==> config.mk <==
export PLATFORM = sky130hd
export DESIGN_NAME = linked_free_list_fifo_manager_core_flat
export DESIGN_NICKNAME = d
export VERILOG_FILES = /design/src/rtl/core/lflm_pkg.sv /design/src/rtl/core/lflm_cmd_if.sv /design/src/rtl/core/lflm_rsp_if.sv /design/src/rtl/core/linked_free_list_fifo_manager_core.sv /design/src/rtl/core/lflm_dp.sv /design/src/rtl/core/lflm_ctrl.sv /design/src/flat_wrapper.sv
export SDC_FILE = /design/constraint.sdc
export NUM_CORES = 1
export LEC_CHECK = 0
export BUFFER_PORTS_ARGS = -buffer_cell sky130_fd_sc_hd__clkbuf_2
export CORE_UTILIZATION = 50
export DETAILED_ROUTE_END_ITERATION = 8
export PLACE_DENSITY = 0.64
export SYNTH_ARGS = -nofsm -noshare
export SYNTH_HDL_FRONTEND = slang
export SYNTH_HIERARCHICAL = 1
export SYNTH_SLANG_ARGS = --single-unit
==> constraint.sdc <==
create_clock -name i_clk -period 3.8 [get_ports i_clk]
set_input_delay 0 -clock i_clk [delete_from_list [all_inputs] [get_ports i_clk]]
set_output_delay 0 -clock i_clk [all_outputs]
set_load 0.02 [all_outputs]
==> src/rtl/core/lflm_pkg.sv <==
// ----------------------------------------------------------------------------
// Slot manager package
// Shared widths, command codes and controller/datapath handshake types.
// ----------------------------------------------------------------------------
`default_nettype none

package lflm_pkg;

    localparam int CMD_W         = 2;
    localparam int IDX_W         = 4;
    localparam int DEF_NUM_SLOTS = 16;

    typedef enum logic [CMD_W-1:0] {
        CMD_ALLOC   = 2'd0,
        CMD_ENQUEUE = 2'd1,
        CMD_DEQUEUE = 2'd2,
        CMD_RELEASE = 2'd3
    } t_cmd;

    // Strobes from the controller to the datapath.
    typedef struct packed {
        logic clear;   // write one entry of the link table reset sweep
        logic accept;  // latch the command and read the link table
        logic exec;    // apply the command and load the result register
        logic link;    // append write to the old tail entry
    } t_dp_ctrl;

    // Status from the datapath to the controller.
    typedef struct packed {
        logic clear_done;
        logic need_link;
    } t_dp_status;

endpackage

`default_nettype wire

==> src/rtl/core/lflm_cmd_if.sv <==
// ----------------------------------------------------------------------------
// Slot manager command channel
// Valid/ready channel that carries one command transaction.
// ----------------------------------------------------------------------------
`default_nettype none

interface lflm_cmd_if;
    logic                      valid;
    logic                      ready;
    logic [lflm_pkg::CMD_W-1:0] command;
    logic [lflm_pkg::IDX_W-1:0] slot_index;

    modport source (output valid, output command, output slot_index, input ready);
    modport sink   (input valid, input command, input slot_index, output ready);
endinterface

`default_nettype wire

==> src/rtl/core/lflm_rsp_if.sv <==
// ----------------------------------------------------------------------------
// Slot manager response channel
// Valid/ready channel that carries one result transaction.
// ----------------------------------------------------------------------------
`default_nettype none

interface lflm_rsp_if;
    logic                      valid;
    logic                      ready;
    logic [lflm_pkg::IDX_W-1:0] result_index;
    logic                      ok;

    modport source (output valid, output result_index, output ok, input ready);
    modport sink   (input valid, input result_index, input ok, output ready);
endinterface

`default_nettype wire

==> src/rtl/core/linked_free_list_fifo_manager_core.sv <==
// Result: a command is latched when accepted, and its result is loaded in the
// execute step, which waits until the previous result has been taken.
// Commands: a new command is taken only after the last one is done; an enqueue
// onto a non-empty queue adds a link step, as the link table has one write port.
// Reset: a sweep writes every entry of the link table to rebuild it; commands are
// refused (ready low) until it ends.
// ----------------------------------------------------------------------------
// Slot manager top level
// Free list and linked FIFO of slot indices sharing one link table.
// ----------------------------------------------------------------------------
`default_nettype none

module linked_free_list_fifo_manager_core #(
    parameter int NUM_SLOTS = lflm_pkg::DEF_NUM_SLOTS
) (
    input  wire logic   i_clk,
    input  wire logic   i_rst_n,
    lflm_cmd_if.sink    i_cmd,
    lflm_rsp_if.source  o_rsp
);

    lflm_pkg::t_dp_ctrl   s_ctrl;
    lflm_pkg::t_dp_status s_status;

    lflm_ctrl u_ctrl (
        .i_clk       (i_clk),
        .i_rst_n     (i_rst_n),
        .i_in_valid  (i_cmd.valid),
        .o_in_ready  (i_cmd.ready),
        .i_out_ready (o_rsp.ready),
        .o_out_valid (o_rsp.valid),
        .o_ctrl      (s_ctrl),
        .i_status    (s_status)
    );

    lflm_dp #(
        .NUM_SLOTS (NUM_SLOTS)
    ) u_dp (
        .i_clk          (i_clk),
        .i_rst_n        (i_rst_n),
        .i_ctrl         (s_ctrl),
        .o_status       (s_status),
        .i_command      (lflm_pkg::t_cmd'(i_cmd.command)),
        .i_slot_index   (i_cmd.slot_index),
        .o_result_index (o_rsp.result_index),
        .o_ok           (o_rsp.ok)
    );

`ifndef SYNTHESIS
    // Only one link table operation may be in flight in a cycle.
    a_one_strobe: assert property (@(posedge i_clk) disable iff (!i_rst_n)
        $onehot0({s_ctrl.clear, s_ctrl.accept, s_ctrl.exec, s_ctrl.link}))
        else $error("more than one datapath strobe active");

    // A command is held alone until its result has been produced.
    a_one_in_flight: assert property (@(posedge i_clk) disable iff (!i_rst_n)
        (i_cmd.valid && i_cmd.ready) |=> !i_cmd.ready)
        else $error("second command accepted while one is in flight");

    // A new result only appears after an execute step.
    a_result_source: assert property (@(posedge i_clk) disable iff (!i_rst_n)
        (o_rsp.valid && !$past(o_rsp.valid && !o_rsp.ready)) |-> $past(s_ctrl.exec))
        else $error("result loaded without an execute step");
`endif

endmodule

`default_nettype wire

==> src/rtl/core/lflm_dp.sv <==
// ----------------------------------------------------------------------------
// Slot manager datapath
// Link table memory, list head and tail registers and the result register.
// ----------------------------------------------------------------------------
`default_nettype none

module lflm_dp #(
    parameter int NUM_SLOTS = lflm_pkg::DEF_NUM_SLOTS
) (
    input  wire logic                       i_clk,
    input  wire logic                       i_rst_n,
    input  wire lflm_pkg::t_dp_ctrl         i_ctrl,
    output lflm_pkg::t_dp_status            o_status,
    input  wire lflm_pkg::t_cmd             i_command,
    input  wire logic [lflm_pkg::IDX_W-1:0] i_slot_index,
    output logic [lflm_pkg::IDX_W-1:0]      o_result_index,
    output logic                            o_ok
);

    localparam int LW = $clog2(NUM_SLOTS + 1);
    localparam int AW = $clog2(NUM_SLOTS);
    localparam int CW = (LW > lflm_pkg::IDX_W) ? LW : lflm_pkg::IDX_W;
    localparam logic [LW-1:0] NULL_LINK = LW'(NUM_SLOTS);
    localparam logic [AW-1:0] LAST_ADDR = AW'(NUM_SLOTS - 1);

    logic [LW-1:0] r_link [NUM_SLOTS];

    logic [LW-1:0]              r_free_head, n_free_head;
    logic [LW-1:0]              r_queue_head, n_queue_head;
    logic [LW-1:0]              r_queue_tail, n_queue_tail;
    logic [AW-1:0]              r_clr_cnt;
    lflm_pkg::t_cmd             r_cmd;
    logic [lflm_pkg::IDX_W-1:0] r_idx;
    logic [LW-1:0]              r_rd_data;
    logic [AW-1:0]              r_pend_addr;
    logic [lflm_pkg::IDX_W-1:0] r_res_index, n_res_index;
    logic                       r_res_ok, n_res_ok;

    logic          free_ok, head_ok, tail_ok, idx_ok, need_link;
    logic [CW-1:0] idx_wide;
    logic [AW-1:0] rd_addr;
    logic          wr_en;
    logic [AW-1:0] wr_addr;
    logic [LW-1:0] wr_data;

    assign free_ok  = r_free_head < NULL_LINK;
    assign head_ok  = r_queue_head < NULL_LINK;
    assign tail_ok  = r_queue_tail < NULL_LINK;
    assign idx_wide = CW'(r_idx);
    assign idx_ok   = idx_wide < CW'(NUM_SLOTS);

    // Dequeue follows the queue head; every other command follows the free list.
    assign rd_addr = (i_command == lflm_pkg::CMD_DEQUEUE) ? r_queue_head[AW-1:0]
                                                          : r_free_head[AW-1:0];

    always_comb begin
        n_free_head  = r_free_head;
        n_queue_head = r_queue_head;
        n_queue_tail = r_queue_tail;
        n_res_index  = '0;
        n_res_ok     = 1'b0;
        need_link    = 1'b0;
        wr_en        = 1'b0;
        wr_addr      = r_clr_cnt;
        wr_data      = LW'(r_clr_cnt) + LW'(1);
        if (i_ctrl.clear) begin
            wr_en = 1'b1;
        end else if (i_ctrl.link) begin
            wr_en   = 1'b1;
            wr_addr = r_pend_addr;
            wr_data = r_queue_tail;
        end else if (i_ctrl.exec) begin
            case (r_cmd)
                lflm_pkg::CMD_ALLOC: begin
                    if (free_ok) begin
                        n_free_head = r_rd_data;
                        n_res_index = lflm_pkg::IDX_W'(r_free_head);
                        n_res_ok    = 1'b1;
                    end
                end
                lflm_pkg::CMD_ENQUEUE: begin
                    if (free_ok) begin
                        n_free_head  = r_rd_data;
                        wr_en        = 1'b1;
                        wr_addr      = r_free_head[AW-1:0];
                        wr_data      = NULL_LINK;
                        if (!head_ok) begin
                            n_queue_head = r_free_head;
                        end
                        need_link    = head_ok && tail_ok;
                        n_queue_tail = r_free_head;
                        n_res_index  = lflm_pkg::IDX_W'(r_free_head);
                        n_res_ok     = 1'b1;
                    end
                end
                lflm_pkg::CMD_DEQUEUE: begin
                    if (head_ok) begin
                        n_queue_head = r_rd_data;
                        n_res_index  = lflm_pkg::IDX_W'(r_queue_head);
                        n_res_ok     = 1'b1;
                    end
                end
                default: begin
                    n_res_index = r_idx;
                    if (idx_ok) begin
                        wr_en       = 1'b1;
                        wr_addr     = AW'(idx_wide);
                        wr_data     = r_free_head;
                        n_free_head = LW'(idx_wide);
                        n_res_ok    = 1'b1;
                    end
                end
            endcase
        end
    end

    // Link table: one write port and one registered read port.
    always_ff @(posedge i_clk) begin
        if (wr_en) begin
            r_link[wr_addr] <= wr_data;
        end
        if (i_ctrl.accept) begin
            r_rd_data <= r_link[rd_addr];
        end
    end

    always_ff @(posedge i_clk) begin
        if (!i_rst_n) begin
            r_free_head  <= '0;
            r_queue_head <= NULL_LINK;
            r_queue_tail <= NULL_LINK;
            r_clr_cnt    <= '0;
        end else begin
            r_free_head  <= n_free_head;
            r_queue_head <= n_queue_head;
            r_queue_tail <= n_queue_tail;
            if (i_ctrl.clear && (r_clr_cnt != LAST_ADDR)) begin
                r_clr_cnt <= r_clr_cnt + AW'(1);
            end
        end
    end

    always_ff @(posedge i_clk) begin
        if (i_ctrl.accept) begin
            r_cmd <= i_command;
            r_idx <= i_slot_index;
        end
        if (i_ctrl.exec) begin
            // The old tail still has to point at the new entry.
            r_pend_addr <= r_queue_tail[AW-1:0];
            r_res_index <= n_res_index;
            r_res_ok    <= n_res_ok;
        end
    end

    assign o_status.clear_done = r_clr_cnt == LAST_ADDR;
    assign o_status.need_link  = need_link;
    assign o_result_index      = r_res_index;
    assign o_ok                = r_res_ok;

endmodule

`default_nettype wire

==> src/rtl/core/lflm_ctrl.sv <==
// ----------------------------------------------------------------------------
// Slot manager controller
// Sequences the reset sweep, command acceptance, execution and tail append.
// ----------------------------------------------------------------------------
`default_nettype none

module lflm_ctrl (
    input  wire logic                 i_clk,
    input  wire logic                 i_rst_n,
    input  wire logic                 i_in_valid,
    output logic                      o_in_ready,
    input  wire logic                 i_out_ready,
    output logic                      o_out_valid,
    output lflm_pkg::t_dp_ctrl        o_ctrl,
    input  wire lflm_pkg::t_dp_status i_status
);

    typedef enum logic [1:0] {
        ST_CLEAR,
        ST_IDLE,
        ST_EXEC,
        ST_LINK
    } t_state;

    t_state r_state, n_state;
    logic   r_ready, n_ready;
    logic   r_out_valid, n_out_valid;
    logic   out_free;

    assign out_free = !r_out_valid || i_out_ready;

    always_comb begin
        o_ctrl.clear  = r_state == ST_CLEAR;
        o_ctrl.accept = (r_state == ST_IDLE) && i_in_valid;
        o_ctrl.exec   = (r_state == ST_EXEC) && out_free;
        o_ctrl.link   = r_state == ST_LINK;

        n_state     = r_state;
        n_ready     = r_ready;
        n_out_valid = o_ctrl.exec || (r_out_valid && !i_out_ready);
        case (r_state)
            ST_CLEAR: begin
                if (i_status.clear_done) begin
                    n_state = ST_IDLE;
                    n_ready = 1'b1;
                end
            end
            ST_IDLE: begin
                if (i_in_valid) begin
                    n_state = ST_EXEC;
                    n_ready = 1'b0;
                end
            end
            ST_EXEC: begin
                if (out_free) begin
                    if (i_status.need_link) begin
                        n_state = ST_LINK;
                    end else begin
                        n_state = ST_IDLE;
                        n_ready = 1'b1;
                    end
                end
            end
            ST_LINK: begin
                n_state = ST_IDLE;
                n_ready = 1'b1;
            end
            default: begin
                n_state = ST_CLEAR;
                n_ready = 1'b0;
            end
        endcase
    end

    always_ff @(posedge i_clk) begin
        if (!i_rst_n) begin
            r_state     <= ST_CLEAR;
            r_ready     <= 1'b0;
            r_out_valid <= 1'b0;
        end else begin
            r_state     <= n_state;
            r_ready     <= n_ready;
            r_out_valid <= n_out_valid;
        end
    end

    assign o_in_ready  = r_ready;
    assign o_out_valid = r_out_valid;

endmodule

`default_nettype wire
==> src/flat_wrapper.sv <==
// flat-port wrapper written by rule: the top's interface ports become plain ports
module linked_free_list_fifo_manager_core_flat 
#(
    parameter int NUM_SLOTS = lflm_pkg::DEF_NUM_SLOTS
)
  (i_clk, i_rst_n, i_cmd_valid, i_cmd_command, i_cmd_slot_index, i_cmd_ready, o_rsp_valid, o_rsp_result_index, o_rsp_ok, o_rsp_ready);
  lflm_cmd_if i_cmd_i ();
  lflm_rsp_if o_rsp_i ();
  input  wire logic i_clk;
  input  wire logic i_rst_n;
  input wire logic [$bits(i_cmd_i.valid)-1:0] i_cmd_valid;
  input wire logic [$bits(i_cmd_i.command)-1:0] i_cmd_command;
  input wire logic [$bits(i_cmd_i.slot_index)-1:0] i_cmd_slot_index;
  output wire logic [$bits(i_cmd_i.ready)-1:0] i_cmd_ready;
  output wire logic [$bits(o_rsp_i.valid)-1:0] o_rsp_valid;
  output wire logic [$bits(o_rsp_i.result_index)-1:0] o_rsp_result_index;
  output wire logic [$bits(o_rsp_i.ok)-1:0] o_rsp_ok;
  input wire logic [$bits(o_rsp_i.ready)-1:0] o_rsp_ready;
  assign i_cmd_i.valid = i_cmd_valid;
  assign i_cmd_i.command = i_cmd_command;
  assign i_cmd_i.slot_index = i_cmd_slot_index;
  assign i_cmd_ready = i_cmd_i.ready;
  assign o_rsp_valid = o_rsp_i.valid;
  assign o_rsp_result_index = o_rsp_i.result_index;
  assign o_rsp_ok = o_rsp_i.ok;
  assign o_rsp_i.ready = o_rsp_ready;
  linked_free_list_fifo_manager_core #(.NUM_SLOTS(NUM_SLOTS)) u_core (.i_clk(i_clk), .i_rst_n(i_rst_n), .i_cmd(i_cmd_i), .o_rsp(o_rsp_i));
endmodule
# Word level (Yosys, flattened, before mapping)
# Memories as Yosys holds them, arrays and structs flattened. A register that Yosys moved wholly into a read port is not among the register bits.
# Index checks and enable logic that the tools add are counted.
totals:
  register_bits: 38
  ram_bits: 80
  memories: 1
mem_list:
  columns: ["name", "depth", "width", "rd", "rd_clocked_by_memory_dff", "wr", "line", "source"]
  rows:
  - ["u_core.u_dp.r_link", 16, 5, 1, 1, 1, "lflm_dp.sv:26", "logic [LW-1:0] r_link [NUM_SLOTS];"]
op_classes:
  add_sub_neg: 2
  magnitude_cmp: 4
  eq_ne: 16
  muxes: 48
  bitwise_logic: 3
  reduce_logical: 21
ops:
  columns: ["operator", "n"]
  rows:
  - ["5-bit two-way mux", 10]
  - ["4-bit two-way mux", 8]
  - ["5-bit case mux with 2 select lines", 3]
  - ["1-bit two-way mux", 17]
  - ["4-bit case mux with 2 select lines", 2]
  - ["5-bit less-than comparator (second input constant)", 3]
  - ["2-bit != test (second input constant)", 6]
  - ["2-bit == test (second input constant)", 4]
  - ["2-bit two-way mux", 4]
  - ["2-bit case mux with 4 select lines", 1]
  - ["7-bit AND reduction", 1]
  - ["6-bit AND reduction", 1]
  - ["2-bit OR reduction", 3]
  - ["4-bit by 1-bit adder with 5-bit output (second input constant)", 1]
  - ["1-bit logical AND", 5]
  - ["4-bit by 5-bit less-than comparator with 1-bit output (second input constant)", 1]
  - ["5-bit AND reduction", 1]
  - ["4-bit by 1-bit adder with 4-bit output (second input constant)", 1]
  - ["2-bit by 1-bit == test with 1-bit output (second input constant)", 2]
  - ["4-bit == test (second input constant)", 1]
  - ["2-bit zero test", 2]
  - ["2-bit by 1-bit != test with 1-bit output (second input constant)", 2]
  - ["4-bit != test (second input constant)", 1]
  - ["1-bit case mux with 2 select lines", 2]
  - ["other kinds (7)", 12]

# Depth between registers and ports, before layout
# Gate-level depths: netlist (run 1).
logic_depth:
  depth_word: 10
  depth_mapped: 10

# Modules after synthesis
# The synthesis (run 1) kept the hierarchy.
modules_own_cells:
  columns: ["mod", "instances", "cells_each", "area_each_um2", "seq_area_each_um2"]
  rows:
  - ["lflm_dp", 1, 443, 5564.1, 3383.2]
  - ["lflm_ctrl", 1, 32, 275.3, 80.1]

# Worst setup path before layout (run 1)
# Ideal clock, no wire load.
synth_path:
  kind: "register -> register"
  startpoint: "register u_core.u_ctrl.r_state[0]"
  endpoint: "memory u_core/u_dp/r_link[0][0] in the netlist's numbering (enable)"
  setup_time_ps: 375
  arrival_time_ps: 2578
  path_slack_ps: 847
  stages_incl_launch_ff: 9
  path_cell_list: "dfxtp_1 -> inv_1 -> ha_1 -> nor2b_1 -> clkbuf_1 -> a31oi_1 -> or2_2 -> a21o_1 -> nor3b_1"
synth_rtl:
  columns: ["element", "line", "source"]
  rows:
  - ["start: declaration", "lflm_ctrl.sv:25", "t_state r_state, n_state;"]
  - ["start signal: assignment", "lflm_ctrl.sv:81", "r_state <= n_state;"]
  - ["end: declaration", "lflm_dp.sv:26", null]

==> impl_results.md, run 1 <==
- Avg Inst Size Synth: between 10 and 15 um2
- Vias: 4,033
- Met3 routed wirelength: between 800 and 900 um
- Sinks on Clock Net: ~120
- Total area of multi-input combinational cells: around 2200 um2
- Number of buffers between clock root and the deepest sink: 2
- Global placement routability congestion: ~0.85
- Synthesized-area fraction occupied by and/or/nand/nor cells: 12.3%
- Hold-critical path endpoint: u_core/u_dp/r_queue_tail[4]
- Sequential cell area fraction in the yosys report: roughly three fifths
- # IOs: 17
- Cell chain of the critical path: inv_1 > ha_1 > nor2b_1 > and3b_1 > o21ai_0 > a21oi_1 > a21oi_1 > buf_4 > nor3b_1
- Yosys warns: 6
- H-tree depth reported by CTS: 4
- Post-CTS sizing: 0
- Unrepaired setup endpoints after global routing: false
- Xor/xnor share of the synthesized area: less than 1%
- Worst reg2reg setup slack: approximately 0.74 ns
- Switching power share of the total: a little over a fifth
- Synthesized flop and latch total: 123
- Cell depth of the worst min-delay path: 2
- Number of enable flip-flop cells after synthesis: 100
- Number of standard cells in the layout, taps in and fillers out: between 600 and 700
- Comb power frac: under 10%
- First DRT Iteration DRCs: between 400 and 500
- Placeable core area: about 11,000 um2
- Final period utilization: about four fifths
- Final hold violations: 0
- Tightest Hold Check Type: input pin to flip-flop
- Net count reported at finish: 518
- Class of the most critical setup path: flip-flop to flip-flop
- Largest stage delay on the critical path: roughly 0.76 ns
- Result of the run: finished, final reports clean
- Delay-heaviest family, CP: simple AND/OR/NAND/NOR gates
- Utilization after layout: about three fifths
- Die Width: between 100 and 150 um
- Full die area: roughly 12,000 um2
- Leakage power figure: approximately 2.6 nW
- Antenna violations before repair: 0
- Row count: 39
- Reg clk slew, reported paths: ~0.050 ns
- Number of buffers created by CTS: 17
- Switching power total: approximately 0.7 mW
- Ys flop type: sky130_fd_sc_hd__edfxtp_1
- Clock insertion delay at the later pin of the skew report: 0.42 ns
- Fraction of registers with async set or reset after synthesis: 0%
- Combinational family with the most area after synthesis: compound AO/OA/AOI/OAI gates
- Clock Skews: ~0.0069 ns
- Fraction of synthesized area in multiplexers: about 7.9%
- Reg-to-reg endpoint: u_core/u_dp/r_link[3][4]
- Length of routed met2 wiring: 6540 um
- Top achievable clock speed: 327 MHz
- Startpoint of the tightest hold check path: i_rst_n
- PD cells: roughly 490 nW/um2
- Crit path arrival time: about 3.1 ns
- Post-CTS setup repair buffer count: 0
- VDD IR max: ~0.57 mV
- Adder-cell share of the synthesized area: ~1.1%
- Summed area of non-filler cells in the final layout: 6760 um2
- Req. time, crit path: roughly 3.8 ns
- Reg-to-reg critical path startpoint: u_core/u_ctrl/r_state[0]
- Via density per instance: ~6
- Part of the total power dissipated in sequential elements: roughly 45%
- Relative contribution of the clock network to total power: between 50% and 60%
- Category of the worst setup path launch point: flip-flop
- Top Layer Used: met4
- Total congestion overflow after global routing: 0
- Critical Path End Type: flip-flop
- Detailed-routing iteration count for the pre-antenna-repair pass: 5
- Final antenna diode count: 0
- Cell type with the highest aggregate area in the netlist: sky130_fd_sc_hd__edfxtp_1
- Ranking of synthesized cells by area: sky130_fd_sc_hd__edfxtp_1 51%, sky130_fd_sc_hd__dfxtp_1 7.9%, sky130_fd_sc_hd__mux2i_1 7.7%
- HPWL after detailed placement: between 9000 and 10,000 um
- Post-detailed-placement cell area: a little over 6000 um2
- Number of buffer and inverter stages on the critical path: 2
- Number of setup violations in the final report: 0
- Number of global-route vias before repair: between 3k and 4k
- Initial Utilization: between 50% and 60%
- Combined flip-flop and latch cell area: roughly 3500 um2
- P&R area growth vs syn: 15.7%
- Post-detailed-route count of antenna-violating nets: 0
- WL met1: between 6000 and 7000 um
- Library cell contributing the largest single delay on the critical path: sky130_fd_sc_hd__nor3b_1
- Port Buffer Count: 16
- Compound-gate portion of the synthesized area: between 15 and 20%
- Max_cap viols: 0
- Cell count after synthesis: 475
- Synthesized cell area: ~5800 um2
- Share of cells above drive strength 1: around 14%
- Depth of the worst register-to-register path: 9
- Syn nets: just under 500
- Crit path time final: roughly 3.1 ns
- TritonCTS clock tree: yes
- Hold bufs inserted after CTS: 8
- Distinct cells, synth: 63
- Cell-internal power: 2.65 mW
- Root Driver: sky130_fd_sc_hd__clkbuf_16
- Post-detailed-route DRC marker count: 0
- Slew margin rel.: between 30% and 40%
- Area fraction of the dominant cell type after synthesis: between 50% and 60%
- Placed insts: approximately 620
- Mean routed wirelength per cell: between 20 and 25 um
- Post-route setup TNS: 0 ns
- Number of fill cells in the layout: around 900
- Maximum number of pins on one net before global-route repair: 28
- Worst-path maximum fanout: 9
- Library cell appearing most often on the critical path: sky130_fd_sc_hd__a21oi_1
- Global-route usage over all layers: around 25%
- Final Max Tran Viols: 0
- Worst-margin pin slew: 0.944 ns
- Total Power: 3.34 mW
- DRT Wirelength: around 14,000 um
- First-pass GRT wire length: around 21,000 um
- Die boundary height: between 100 and 150 um
## layer usage
layer  up-vias  track usage, %
li1       1901               -
met1      1973            32.0
met2       129            38.4
met3        30            6.64
met4         0            11.8
met5         -               0
## cells in the final DEF, fill, tap and decap left out, drive strengths merged, types with 3 or more instances in the layout
cell type / n
edfxtp: 100
dfxtp: 23
nand2: 31
and2: 6
dlygate4sd3: 8
a22oi: 6
mux2i: 45
and3: 10
ha: 5
nor2b: 12
clkinv: 6
a21oi: 18
nor3: 12
nand3: 5
a22o: 6
o211a: 5
o21ai: 17
clkbuf: 34
buf: 12
o221ai: 10
a211oi: 21
a2111oi: 6
nor3b: 9
o22ai: 3
nand2b: 6
inv: 23
nor2: 23
bufinv: 4
a31oi: 10
## synthesized netlist by cell type, types with 3 or more instances
cell and instances:
sky130_fd_sc_hd__edfxtp_1 100, sky130_fd_sc_hd__mux2i_1 45, sky130_fd_sc_hd__nand2_1 31, sky130_fd_sc_hd__dfxtp_1 23, sky130_fd_sc_hd__nor2_1 23, sky130_fd_sc_hd__a211oi_1 21, sky130_fd_sc_hd__inv_1 21, sky130_fd_sc_hd__a21oi_1 17
sky130_fd_sc_hd__o21ai_0 14, sky130_fd_sc_hd__clkbuf_1 13, sky130_fd_sc_hd__nor2b_1 12, sky130_fd_sc_hd__nor3_1 12, sky130_fd_sc_hd__and3_1 10, sky130_fd_sc_hd__o221ai_1 10, sky130_fd_sc_hd__nor3b_1 9, sky130_fd_sc_hd__a31oi_1 8
sky130_fd_sc_hd__a22o_1 6, sky130_fd_sc_hd__a22oi_1 6, sky130_fd_sc_hd__and2_1 6, sky130_fd_sc_hd__buf_2 6, sky130_fd_sc_hd__a2111oi_1 5, sky130_fd_sc_hd__ha_1 5, sky130_fd_sc_hd__nand2b_1 5, sky130_fd_sc_hd__nand3_1 5
sky130_fd_sc_hd__o211a_1 5, sky130_fd_sc_hd__buf_4 4, sky130_fd_sc_hd__o21ai_1 3, sky130_fd_sc_hd__o22ai_1 3
## cells by family after synthesis
logic type,count (synthesis)
and+or+nand+nor,131
DFF,123
AOI/OAI and AO/OA,119
buffers and inverters,48
muxes,46
adders and majority gates,5
xor gates and xnor gates,3
## power groups by stage
stage                     sequential, mW  clock, mW  combinational, mW
after CTS                           1.51       1.72              0.143
after detailed placement            1.53          0              0.136
final                               1.51       1.69              0.142
after global routing                1.51       1.77              0.154
after floorplan                     1.53          0             0.0803
after global placement              1.53          0              0.134
## per-stage QoR
step / hold WS [ns] / setup WS (ns)
after floorplan: 0.0989 / 0.847
after global placement: 0.181 / 0.834
after detailed placement: 0.179 / 0.771
after CTS: 0.0476 / 0.742
after global routing: 0.104 / 0.491
final: 0.0551 / 0.741
## worst reg2reg max path, delay by kind of cell (launching register included)
family	cells	cell delay (ns)
simple gates	3	1.41
compound gates	3	0.43
flops	1	0.34
buf+inv	2	0.26
fa+ha+maj	1	0.24
## registers in the layout (all words and copies together), names as in the netlist
| signal | count |
|---|---|
| u_core/u_ctrl/r_state | 2 |
| u_core/u_dp/r_clr_cnt | 4 |
| u_core/u_dp/r_cmd | 2 |
| u_core/u_ctrl/o_out_valid | 1 |
| u_core/u_dp/o_ok | 1 |
| u_core/u_dp/r_link | 80 |
| u_core/u_dp/r_queue_tail | 5 |
| u_core/u_ctrl/o_in_ready | 1 |
| u_core/u_dp/r_pend_addr | 4 |
| u_core/u_dp/o_result_index | 4 |
| u_core/u_dp/r_idx | 4 |
| u_core/u_dp/r_queue_head | 5 |
| u_core/u_dp/r_rd_data | 5 |
| u_core/u_dp/r_free_head | 5 |
## cell type report
cell class,count,area share [%]
Tap cell,143,2.65
Timing Repair Buffer,36,3.70
Clock inverter,14,2.89
Clock buffer,18,6.35
Multi-Input combinational cell,304,32.0
Sequential cell,123,51.2
Inverter,21,1.17
## how the worst max path moves through the flow
stage	startpoint	end	slack, ns	cells after the start
floorplan	u_core/u_ctrl/r_state[0]	u_core/u_dp/r_link[0][0]	0.85	8
global placement	u_core/u_ctrl/r_state[0]	u_core/u_dp/r_link[3][2]	0.83	9
detailed placement	u_core/u_ctrl/r_state[0]	u_core/u_dp/r_link[3][3]	0.77	9
CTS	u_core/u_ctrl/r_state[0]	u_core/u_dp/r_link[3][3]	0.74	9
global route	u_core/u_ctrl/r_state[0]	u_core/u_dp/r_link[3][4]	0.49	6
finish	u_core/u_ctrl/r_state[0]	u_core/u_dp/r_link[3][4]	0.74	9
Power figures use the tool's default switching activity.
==> run 2, diff against run 1 <==
--- a/config.mk
+++ b/config.mk
@@ -8,7 +8,7 @@
 export BUFFER_PORTS_ARGS = -buffer_cell sky130_fd_sc_hd__clkbuf_2
 export CORE_UTILIZATION = 50
 export DETAILED_ROUTE_END_ITERATION = 8
-export PLACE_DENSITY = 0.64
+export PLACE_DENSITY = 0.67
 export SYNTH_ARGS = -nofsm -noshare
 export SYNTH_HDL_FRONTEND = slang
 export SYNTH_HIERARCHICAL = 1
==> constraint.sdc (replaced) <==
create_clock -name i_clk -period 2.5 [get_ports i_clk]
set_input_delay 0 -clock i_clk [delete_from_list [all_inputs] [get_ports i_clk]]
set_output_delay 0 -clock i_clk [all_outputs]
set_load 0.02 [all_outputs]
==> run 2 against run 1 <==
Against the previous run: sequential share of layout area shrank 1.7 points; total power grew 48%; worst setup slack lost 0.59 ns; via count grew 3.3%; core utilization grew 2.0 points; combinational power grew 67%; largest power group unchanged; highest routed layer unchanged.
==> impl_results.md, run 2 (synthesis gave the netlist of run 1 again) <==
- Utilization after layout: 61.2%
- Library cell contributing the largest single delay on the critical path: sky130_fd_sc_hd__or2_2
- First DRT Iteration DRCs: 368
- Worst-margin pin slew: roughly 0.76 ns
- Via density per instance: ~6.1
- Class of the most critical setup path: flip-flop to flip-flop
- Unrepaired setup endpoints after global routing: false
- Top library cells by usage in the layout, fill and taps aside: 100 x sky130_fd_sc_hd__edfxtp_1, 44 x sky130_fd_sc_hd__mux2i_1, 39 x sky130_fd_sc_hd__buf_4, 31 x sky130_fd_sc_hd__nand2_1
- DRT Wirelength: roughly 14,000 um
- Result of the run: finished, final reports clean
- Crit path time final: 2.35 ns
- Sinks on Clock Net: 123
- Switching power total: just under 1 mW
- Die boundary height: between 100 and 150 um
- Total congestion overflow after global routing: 0
- Part of the total power dissipated in sequential elements: 46.3%
- VDD IR max: between 0.5 and 0.6 mV
- Most flop-heavy register: u_core/u_dp/r_link
- P&R area growth vs syn: 19.7%
- Initial Utilization: about half
- Req. time, crit path: approximately 2.6 ns
- Category of the worst setup path launch point: flip-flop
- Full die area: 12,100 um2
- Mean routed wirelength per cell: about 20 um
- Root Driver: sky130_fd_sc_hd__clkbuf_16
- HPWL after detailed placement: roughly 9800 um
- Number of buffers between clock root and the deepest sink: 2
- Clock Skews: 0.00615 ns
- Relative contribution of the clock network to total power: 48.9%
- Cell-internal power: 3.95 mW
- Largest stage delay on the critical path: around 0.35 ns
- Number of buffers created by CTS: 17
- PD cells: 707 nW/um2
- Die Width: between 100 and 150 um
- Switching power share of the total: between 20% and 30%
- Leading cell type in the layout, fill and taps excluded: sky130_fd_sc_hd__edfxtp_1
- Tightest Hold Check Type: input pin to flip-flop
- Global-route usage over all layers: ~26%
- Antenna violations before repair: 0
- Final hold violations: 0
- Post-detailed-placement cell area: 6280 um2
- First-pass GRT wire length: around 22,000 um
- Share of cells above drive strength 1: 20.6%
- Slew margin rel.: roughly 50%
- Summed area of non-filler cells in the final layout: around 7000 um2
- Maximum number of pins on one net before global-route repair: 27
- Clock insertion delay at the later pin of the skew report: roughly 0.43 ns
- Final Max Tran Viols: 0
- Reg clk slew, reported paths: 0.05 ns
- Post-detailed-route DRC marker count: 0
- Net count reported at finish: 545
- Global placement routability congestion: roughly 0.87
- Flip-flop count of the largest register, all copies and words added: 80
- Number of buffer and inverter stages on the critical path: 2
- Vias: 4,165
- Leakage power figure: around 2.7 nW
- Final antenna diode count: 0
- Post-placement setup slack: about 0.095 ns
- Number of fill cells in the layout: 898
- # IOs: 17
- Max_cap viols: 0
- Final period utilization: between 90% and 100%
- H-tree depth reported by CTS: 4
- Port Buffer Count: 16
- Comb power frac: under 10%
- Crit path arrival time: between 2 and 2.5 ns
- Fin worst setup slack: between 0.15 and 0.2 ns
- Post-CTS setup repair buffer count: 0
- Critical Path End Type: flip-flop
- Row count: 39
- Post-detailed-route count of antenna-violating nets: 0
- TritonCTS clock tree: yes
- Delay-heaviest family, CP: compound AO/OA/AOI/OAI gates
- Number of setup violations in the final report: 0
- Placeable core area: ~11,000 um2
- Detailed-routing iteration count for the pre-antenna-repair pass: 7
- Number of global-route vias before repair: approximately 4.0k
- Worst-path maximum fanout: 9
- Top achievable clock speed: ~430 MHz
- Cell chain of the critical path: inv_1 > ha_1 > nor2b_4 > a31oi_1 > or2_2 > a21oi_1 > buf_4 > o2111a_1
[run 2: cell count changes in the layout (fill, tap and decap cells not counted), sizes merged]
| cell | change |
|---|---|
| buf | +27 |
| clkbuf | +7 |
| bufinv | -2 |
| clkinv | -2 |
| inv | -2 |
| clkinvlp | -1 |
[run 2: what timing repair did]
action	in CTS	in global routing
hold endpoints to repair	9	0
hold buffers	8	0
resized for setup	0	11
setup endpoints to repair	0	80
[run 2: metrics by stage]
| step | hold WS [ns] | total power, mW | TNS [ns] | cells |
|---|---|---|---|---|
| 6_report | 0.0459 | 4.94 | 0 | 686 |
| 5_1_grt | 0.0753 | 5.09 | 0 | 686 |
| 2_1_floorplan | 0.0989 | 2.45 | -6.68 | 475 |
| 4_1_cts | 0.0362 | 4.97 | 0 | 686 |
| 3_3_place_gp | 0.181 | 2.55 | 0 | 646 |
| 3_5_place_dp | 0.179 | 2.56 | 0 | 646 |
[run 2: routing by layer]
layer | GRT usage [%] | vias to the layer above | wire [um]
met3 | 7.58 | 41 | 926
met4 | 15.6 | 0 | 555
li1 | - | 1945 | -
met5 | 0 | - | 0
met1 | 32.9 | 1998 | 6190
met2 | 38.2 | 181 | 6380
[run 2: final timing paths]
path / from / end / slack (ns) / cells past startpoint
worst max register to register: u_core/u_ctrl/r_state[0] / u_core/u_dp/r_link[1][3] / 0.15 / 8
worst min-delay path: i_rst_n / u_core/u_dp/r_queue_tail[4] / 0.05 / 2
worst max-delay path: u_core/u_ctrl/r_state[0] / u_core/u_dp/r_link[1][3] / 0.15 / 8
worst min register to register: u_core/u_ctrl/o_in_ready / u_core/u_ctrl/o_in_ready / 0.45 / 2
[run 2: power groups by stage]
| stage | Sequential (mW) | Combinational [mW] | Clock, mW |
|---|---|---|---|
| floorplan | 2.33 | 0.125 | 0 |
| global placement | 2.33 | 0.223 | 0 |
| finish | 2.29 | 0.237 | 2.42 |
| global route | 2.29 | 0.255 | 2.54 |
| CTS | 2.29 | 0.235 | 2.44 |
| detailed placement | 2.33 | 0.225 | 0 |
[run 2: final cells by class]
type / instances / area (um2) / area share [%]
repair buffers: 63 / 453 / 6.48
clock buffers: 25 / 505 / 7.23
multi-input cells: 304 / 2220 / 31.8
inverters: 21 / 78.8 / 1.13
clock inverters: 7 / 87.6 / 1.25
well taps: 143 / 179 / 2.56
flip-flops and latches: 123 / 3460 / 49.5
==> run 3, diff against run 2 <==
--- a/config.mk
+++ b/config.mk
@@ -6,9 +6,10 @@
 export NUM_CORES = 1
 export LEC_CHECK = 0
 export BUFFER_PORTS_ARGS = -buffer_cell sky130_fd_sc_hd__clkbuf_2
+export CORE_MARGIN = 5
 export CORE_UTILIZATION = 50
 export DETAILED_ROUTE_END_ITERATION = 8
-export PLACE_DENSITY = 0.67
+export PLACE_DENSITY = 0.64
 export SYNTH_ARGS = -nofsm -noshare
 export SYNTH_HDL_FRONTEND = slang
 export SYNTH_HIERARCHICAL = 1
==> constraint.sdc (replaced) <==
create_clock -name i_clk -period 3.05 [get_ports i_clk]
set_input_delay 0 -clock i_clk [delete_from_list [all_inputs] [get_ports i_clk]]
set_output_delay 0 -clock i_clk [all_outputs]
set_load 0.02 [all_outputs]
==> run 3 against run 2 <==
Against the previous run: critical path depth decreased by 1; die area up 15%; critical path type unchanged; non-clock buffer count is 10 lower; clock-buffer cell count is 7 lower; register-to-register slack improved by 0.19 ns; core utilization shrank 0.91 points; sequential power fell by 18%; largest power group unchanged; combinational power decreased by 22%; first-iteration DRC count is 9.8% lower; fmax is 13% lower; final cell count shrank 1.5%; final area fell by 1.5%.
==> impl_results.md, run 3 (synthesis gave the netlist of run 1 again) <==
- Result of the run: finished, final reports clean
- Net count reported at finish: around 540
- Class of the most critical setup path: flip-flop to flip-flop
- Most flop-heavy register: u_core/u_dp/r_link
- Worst-margin pin slew: 0.792 ns
- Tightest Hold Check Type: input pin to flip-flop
- First-pass GRT wire length: approximately 22,000 um
- Post-CTS sizing: 0
- Mean routed wirelength per cell: ~21 um
- Reg clk slew, reported paths: roughly 0.060 ns
- Post-detailed-route DRC marker count: 0
- Port Buffer Count: 16
- Post-detailed-route count of antenna-violating nets: 0
- Placed insts: around 640
- Flip-flop count of the largest register, all copies and words added: 80
- WL met1: roughly 6000 um
- Sinks on Clock Net: ~120
- Critical Path End Type: flip-flop
- Full die area: ~14,000 um2
- TritonCTS clock tree: yes
- Via density per instance: ~6.1
- Post-detailed-placement cell area: 6180 um2
- PD cells: around 600 nW/um2
- Final period utilization: approximately nine tenths
- Top library cells by usage in the layout, fill and taps aside: 100 x sky130_fd_sc_hd__edfxtp_1, 44 x sky130_fd_sc_hd__mux2i_1, 31 x sky130_fd_sc_hd__nand2_1, 29 x sky130_fd_sc_hd__buf_4
- Slew margin rel.: 47.1%
- Final Max Tran Viols: 0
- Clock insertion delay at the later pin of the skew report: 0.42 ns
- Library cell contributing the largest single delay on the critical path: sky130_fd_sc_hd__ha_1
- Largest stage delay on the critical path: 0.54 ns
- Met3 routed wirelength: approximately 650 um
- Crit path arrival time: ~2.8 ns
- Number of buffers between clock root and the deepest sink: 2
- Comb power frac: 4.4%
- Relative contribution of the clock network to total power: between 50% and 60%
- DRT Wirelength: 14,000 um
- Worst Hold Margin: 0.0840 ns
- Switching power total: around 0.85 mW
- Maximum number of pins on one net before global-route repair: 27
- Length of routed met2 wiring: a little under 7000 um
- Final antenna diode count: 0
- Crit path time final: about 2.7 ns
- Root Driver: sky130_fd_sc_hd__clkbuf_16
- Library cell appearing most often on the critical path: sky130_fd_sc_hd__o21ai_0
- Initial Utilization: 51.1%
- Req. time, crit path: between 3 and 4 ns
- Clock Skews: ~0.0099 ns
- Switching power share of the total: 20.5%
- Global placement routability congestion: a little under 0.9
- Leading cell type in the layout, fill and taps excluded: sky130_fd_sc_hd__edfxtp_1
- Cell chain of the critical path: ha_1 > nor2b_1 > a21oi_1 > o21ai_0 > o21ai_0 > nor3b_1 > buf_4
- Post-route setup TNS: 0 ns
- Delay-heaviest family, CP: compound AO/OA/AOI/OAI gates
- Category of the worst setup path launch point: flip-flop
- Post-CTS setup repair buffer count: 0
- Die boundary height: ~120 um
- Top achievable clock speed: around 370 MHz
- Unrepaired setup endpoints after global routing: false
- Worst-path maximum fanout: 19
- Summed area of non-filler cells in the final layout: approximately 7000 um2
- Share of cells above drive strength 1: approximately 17%
- Number of setup violations in the final report: 0
- Part of the total power dissipated in sequential elements: between 40% and 50%
- Number of buffer and inverter stages on the critical path: 1
- Placeable core area: ~11,000 um2
- Detailed-routing iteration count for the pre-antenna-repair pass: 5
- Top Layer Used: met4
- Die Width: roughly 120 um
- Number of global-route vias before repair: around 4k
- Antenna violations before repair: 0
- # IOs: 17
- Vias: just over 4k
- Global-route usage over all layers: between 20 and 25%
- P&R area growth vs syn: 17.9%
- VDD IR max: around 0.6 mV
- Max_cap viols: 0
- Hold bufs inserted after CTS: 8
- First DRT Iteration DRCs: 332
- H-tree depth reported by CTS: 4
- Number of buffers created by CTS: 17
- Total congestion overflow after global routing: 0
- Leakage power figure: between 2 and 3 nW
- Cell-internal power: 3.30 mW
- Number of standard cells in the layout, taps in and fillers out: 676
- Row count: 39
- Final hold violations: 0
- HPWL after detailed placement: 9710 um
## run 3: cell types whose count changed in the layout (fill, tap and decap cells not counted), moves of 3 or more
| cell | before | now |
|---|---|---|
| sky130_fd_sc_hd__buf_4 | 39 | 29 |
| sky130_fd_sc_hd__clkbuf_8 | 5 | 0 |
| sky130_fd_sc_hd__clkinv_2 | 4 | 0 |
| sky130_fd_sc_hd__clkinv_4 | 0 | 3 |
| sky130_fd_sc_hd__clkinvlp_4 | 1 | 5 |
| sky130_fd_sc_hd__o21ai_0 | 9 | 13 |
| sky130_fd_sc_hd__o21ai_1 | 8 | 4 |
## run 3: worst paths after layout
kind,slack [ns],end,cells past startpoint,startpoint
setup / recovery,0.34,u_core/u_dp/r_link[2][4],7,u_core/u_ctrl/r_state[0]
hold / removal,0.08,u_core/u_dp/r_queue_head[4],2,i_rst_n
setup reg to reg,0.34,u_core/u_dp/r_link[2][4],7,u_core/u_ctrl/r_state[0]
hold reg to reg,0.45,u_core/u_ctrl/o_in_ready,2,u_core/u_ctrl/o_in_ready
## run 3: area by class of cell
type / count / area [um2]
inverters: 21 / 78.8
multi-input cells: 304 / 2160
clock buffers: 18 / 429
flip-flops and latches: 123 / 3460
clock inverters: 14 / 196
well taps: 143 / 179
repair buffers: 53 / 378
fillers: 916 / 4530
## run 3: per-layer routing
layer	track usage [%]	up-vias
li1	-	1929
met2	33.0	128
met3	5.53	36
met1	26.3	2025
met5	0	-
met4	9.18	0
## run 3: power by group through the flow
stage | Clock [mW] | Sequential, mW | Combinational, mW
2_1_floorplan | 0 | 1.91 | 0.100
3_3_place_gp | 0 | 1.91 | 0.173
3_5_place_dp | 0 | 1.91 | 0.177
4_1_cts | 2.12 | 1.88 | 0.185
5_1_grt | 2.20 | 1.88 | 0.199
6_report | 2.09 | 1.88 | 0.184
## run 3: metrics by stage
stage	total power, mW	setup WS, ns	util [%]
after detailed placement	2.09	0.362	54.1
final	4.15	0.338	60.3
after global placement	2.08	0.367	54.1
after CTS	4.18	0.342	60.3
after floorplan	2.01	0.0969	-
after global routing	4.28	0.0916	60.3
